$ cat src/hw/rtl/ils_pkg.sv
package ils_pkg;

  localparam int unsigned DEPTH_DEF = 64;
  localparam int unsigned DATA_W    = 32;
  localparam int unsigned KIND_W    = 2;
  localparam int unsigned POS_W     = 7;

  typedef enum logic [KIND_W-1:0] {
    KIND_INSERT = 2'd0,
    KIND_REMOVE = 2'd1,
    KIND_GET    = 2'd2,
    KIND_SET    = 2'd3
  } ils_kind_t;

  typedef enum logic [1:0] {
    ST_DONE  = 2'd0,
    ST_RANGE = 2'd1,
    ST_FULL  = 2'd2
  } ils_status_t;

  // Broadcast controls from the top level to every cell
  typedef struct packed {
    logic ins_en;
    logic rem_en;
    logic set_en;
    logic rd_en;
  } ils_ctl_t;

endpackage

$ cat src/hw/rtl/ils_cell.sv
module ils_cell
  import ils_pkg::*;
#(
  parameter int unsigned XW    = 7,
  parameter int unsigned INDEX = 0
) (
  input  logic              clk,
  input  ils_ctl_t          ctl,
  input  logic [XW-1:0]     pos,
  input  logic [DATA_W-1:0] wr_data,
  input  logic [DATA_W-1:0] left_data,
  input  logic [DATA_W-1:0] right_data,
  output logic [DATA_W-1:0] data,
  output logic [DATA_W-1:0] leaf
);

  localparam logic [XW-1:0] MY_IDX = XW'(INDEX);

  logic [DATA_W-1:0] data_r;
  logic [DATA_W-1:0] data_nxt;
  logic              hit;
  logic              behind;

  assign hit    = (pos == MY_IDX);
  assign behind = (MY_IDX > pos);

  // Pick the new word: shift back on insert, forward on remove, or overwrite
  always_comb begin
    data_nxt = data_r;
    if (ctl.ins_en) begin
      if (behind) begin
        data_nxt = left_data;
      end else if (hit) begin
        data_nxt = wr_data;
      end
    end else if (ctl.rem_en) begin
      if (behind || hit) begin
        data_nxt = right_data;
      end
    end else if (ctl.set_en && hit) begin
      data_nxt = wr_data;
    end
  end

  always_ff @(posedge clk) begin
    data_r <= data_nxt;
  end

  assign data = data_r;

  // Present the old word to the read tree only when this cell is addressed
  assign leaf = (ctl.rd_en && hit) ? data_r : '0;

endmodule

$ cat config.mk
export PLATFORM = sky130hd
export DESIGN_NAME = ils_cell
export DESIGN_NICKNAME = d
export VERILOG_FILES = /design/src/hw/rtl/ils_pkg.sv /design/src/hw/rtl/ils_cell.sv
export SDC_FILE = /design/constraint.sdc
export NUM_CORES = 1
export LEC_CHECK = 0
export BUFFER_PORTS_ARGS = -buffer_cell sky130_fd_sc_hd__buf_2
export CAP_MARGIN = 40
export CORE_ASPECT_RATIO = 1.2
export CORE_MARGIN = 4
export CORE_UTILIZATION = 41
export DETAILED_ROUTE_END_ITERATION = 6
export GPL_TIMING_DRIVEN = 0
export HOLD_SLACK_MARGIN = 0.06
export MAX_ROUTING_LAYER = met4
export PLACE_DENSITY = 0.87
export RECOVER_POWER = 100
export REMOVE_ABC_BUFFERS = 1
export SYNTH_ARGS = -nofsm -noshare
export SYNTH_HDL_FRONTEND = slang
export SYNTH_SLANG_ARGS = --single-unit
$ cat constraint.sdc
create_clock -name clk -period 8.93 [get_ports clk]
set_input_delay 1.786 -clock clk [delete_from_list [all_inputs] [get_ports clk]]
set_output_delay 1.786 -clock clk [all_outputs]
set_load 0.05 [all_outputs]
==> metrics.md <==
| Metric | Value |
|---|---|
| Hold Vio Cnt, Final | 0 |
| Largest register FFs | 32 |
| Seq cells post-synth | 32 |
| Vias/cell | 4.63 |
| Synth Instances | 146 |
| Antenna Nets Post-Route | 0 |
| Part of the power in combinational logic | 13.2% |
| Final core utilization | 56.0% |
| Fin crit period | 5.68 ns |
| Synth Flop Type | edfxtp_1 |
| Most area-consuming cells after synthesis | edfxtp_1 (50%), mux2_2 (16%), nor3_2 (14%) |
| Maximum number of pins on one net before global-route repair | 34 |
| Commonest cells post-synth | edfxtp_1 (32), inv_1 (32), mux2_2 (27), nor3_2 (27), mux2_1 (5) |
| Slew @ Worst Pin | 2.64 ns |
| Area fraction of the dominant cell type after synthesis | 49.8% |
| Ports | 172 |
| Number of global-route vias before repair | 1644 |
| Routed wire length | 4880 um |
| Post-cts resize count | 0 |
| Worst Path Arrival | 3.90 ns |
| DP Area | 2650 um2 |
| FILL cells | 453 |
| Inst Count DP | 335 |
| Setup violations, final | 0 |
| Peak supply drop | 92.1 uV |
| Slew headroom | -76.5% |
| CTS sink cnt | 32 |
| Pint | 0.243 mW |
| Area grow syn2layout | 32.2% |
| Worst Path Max Fanout | 33 |
| Post-DP HPWL | 3910 um |
| Worst min-delay path category | in2reg |
| Clock buffer depth | 2 |
| RSZ-0062 raised after global routing | no |
| Max Slew Vio Count | 33 |
| Clk root buf | clkbuf_8 |
| Initial antenna violation count | 0 |
| Post-synth EDFFs | 32 |
| Switch share | 22.1% |
| Ys Warns | 0 |
| Wire per inst | 14.2 um |
| Starting Density | 42.3% |
| Sequential share of power | 53.7% |
| Seq/Total Area, Yosys | 49.8% |
| Row count | 27 |
| First-pass GRT wire length | 7670 um |
| Post-synthesis cell area | 1930 um2 |
| Nets | 392 |
| Routed via count | 1587 |
| Total gr overflow | 0 |
| Setup bufs post-CTS | 0 |
| CP startpoint kind | input pin |
| Area leader, netlist | edfxtp_1 |
| Lkg Pwr | 1.13 nW |
| CORE AREA | 4560 um2 |
| CTS Hold Bufs | 0 |
| Drt first-iter violations | 52 |
| Unique masters post-synth | 16 |
| Remaining DRCs | 0 |
| Chip height | 83.2 um |
| Design Power | 0.312 mW |
| Clock group share of total power | 33.1% |
| Total global-route track usage | 16.6% |
| Die X | 70.6 um |
| Failing checks | capacitance limit, slew limit |
| Total CTS buffers | 5 |
| Ant diodes | 0 |
| Clock transition at the registers of the reported paths | 0.07 ns |
| Maxcap violations | 1 |
| P per Cell Area | 122 nW/um2 |
| Max Fclk | 176 MHz |
| PortBufs | 139 |
| Status | finished, violations left |
| Switch Pwr | 0.0690 mW |
| TritonCTS clock tree | done |
| Syn avg cell area | 13.2 um2 |
| Finished Cell Area | 2550 um2 |
| Post-route setup TNS | 0 ns |
| Setup crit end kind | output pin |
| 1st-pass router iterations | 4 |
| WP data required | 7.14 ns |
| Routability congestion estimate | 0.820 |
| Asr flop ratio synth | 0% |
| Crit path kind | in2out |
| Non-Filler Instances | 343 |
| Crit share post-route | 63.6% |
| Die area | 5880 um2 |
| Layout cell share with drive strength beyond 1 | 49.5% |
| Htree depth | 2 |
[layer usage]
layer / global-route usage (%) / vias to the layer above / wire length, um
li1: - / 775 / -
met1: 15.6 / 725 / 1590
met3: 4.36 / 7 / 384
met4: 5.47 / 0 / 82
met2: 32.0 / 80 / 2820
met5: - / - / 0
[cell usage in the layout, fill, tap and decap left out]
cell type / n
buf_2: 93
mux2_2: 27
or4_1: 1
inv_1: 32
clkbuf_1: 49
nor3_4: 3
edfxtp_1: 32
nor2b_1: 1
clkbuf_8: 5
or3_1: 1
nor3_1: 22
mux2_1: 5
clkinv_2: 2
buf_16: 1
or4b_2: 1
nor3_2: 9
clkinv_1: 1
[layout make-up]
cell class | count | area, um2 | share of cell area, %
clock inverter | 3 | 13.8 | 0.539
timing repair buffer | 143 | 677 | 26.5
inverter | 32 | 120 | 4.71
clock buffer | 5 | 68.8 | 2.70
multi-input combinational | 70 | 639 | 25.0
sequential | 32 | 961 | 37.6
tap | 58 | 72.6 | 2.84
[worst paths after layout]
| kind | start | to | slack, ns | depth (start not counted) |
|---|---|---|---|---|
| max | pos[4] | leaf[31] | 3.25 | 4 |
| min | wr_data[19] | data[19]$_DFFE_PP_ | 1.79 | 2 |
[per-stage QoR]
stage,setup WS [ns],hold slack [ns]
finish,3.25,1.79
global route,3.08,1.77
CTS,3.56,1.78
detailed placement,3.56,2.08
global placement,2.51,2.07
floorplan,2.98,1.99
[critical path, stage by stage]
cell and delay (ns):
buf_2 0.09, or4_1 1.14, nor3_1 0.38, clkbuf_1 0.50
[power by group through the flow]
stage	Sequential (mW)	Combinational, mW	Clock, mW
6_report	0.168	0.0413	0.103
5_1_grt	0.168	0.0454	0.116
4_1_cts	0.168	0.0434	0.108
3_5_place_dp	0.171	0.0433	0
3_3_place_gp	0.171	0.0404	0
2_1_floorplan	0.174	0.0190	0
[cell families after synthesis]
family,count (synthesis),synth area share (%)
buf+inv,44,12.2
flops,32,49.8
mux,32,18.7
simple gates,38,19.3
(Power assumes the default switching activity.)
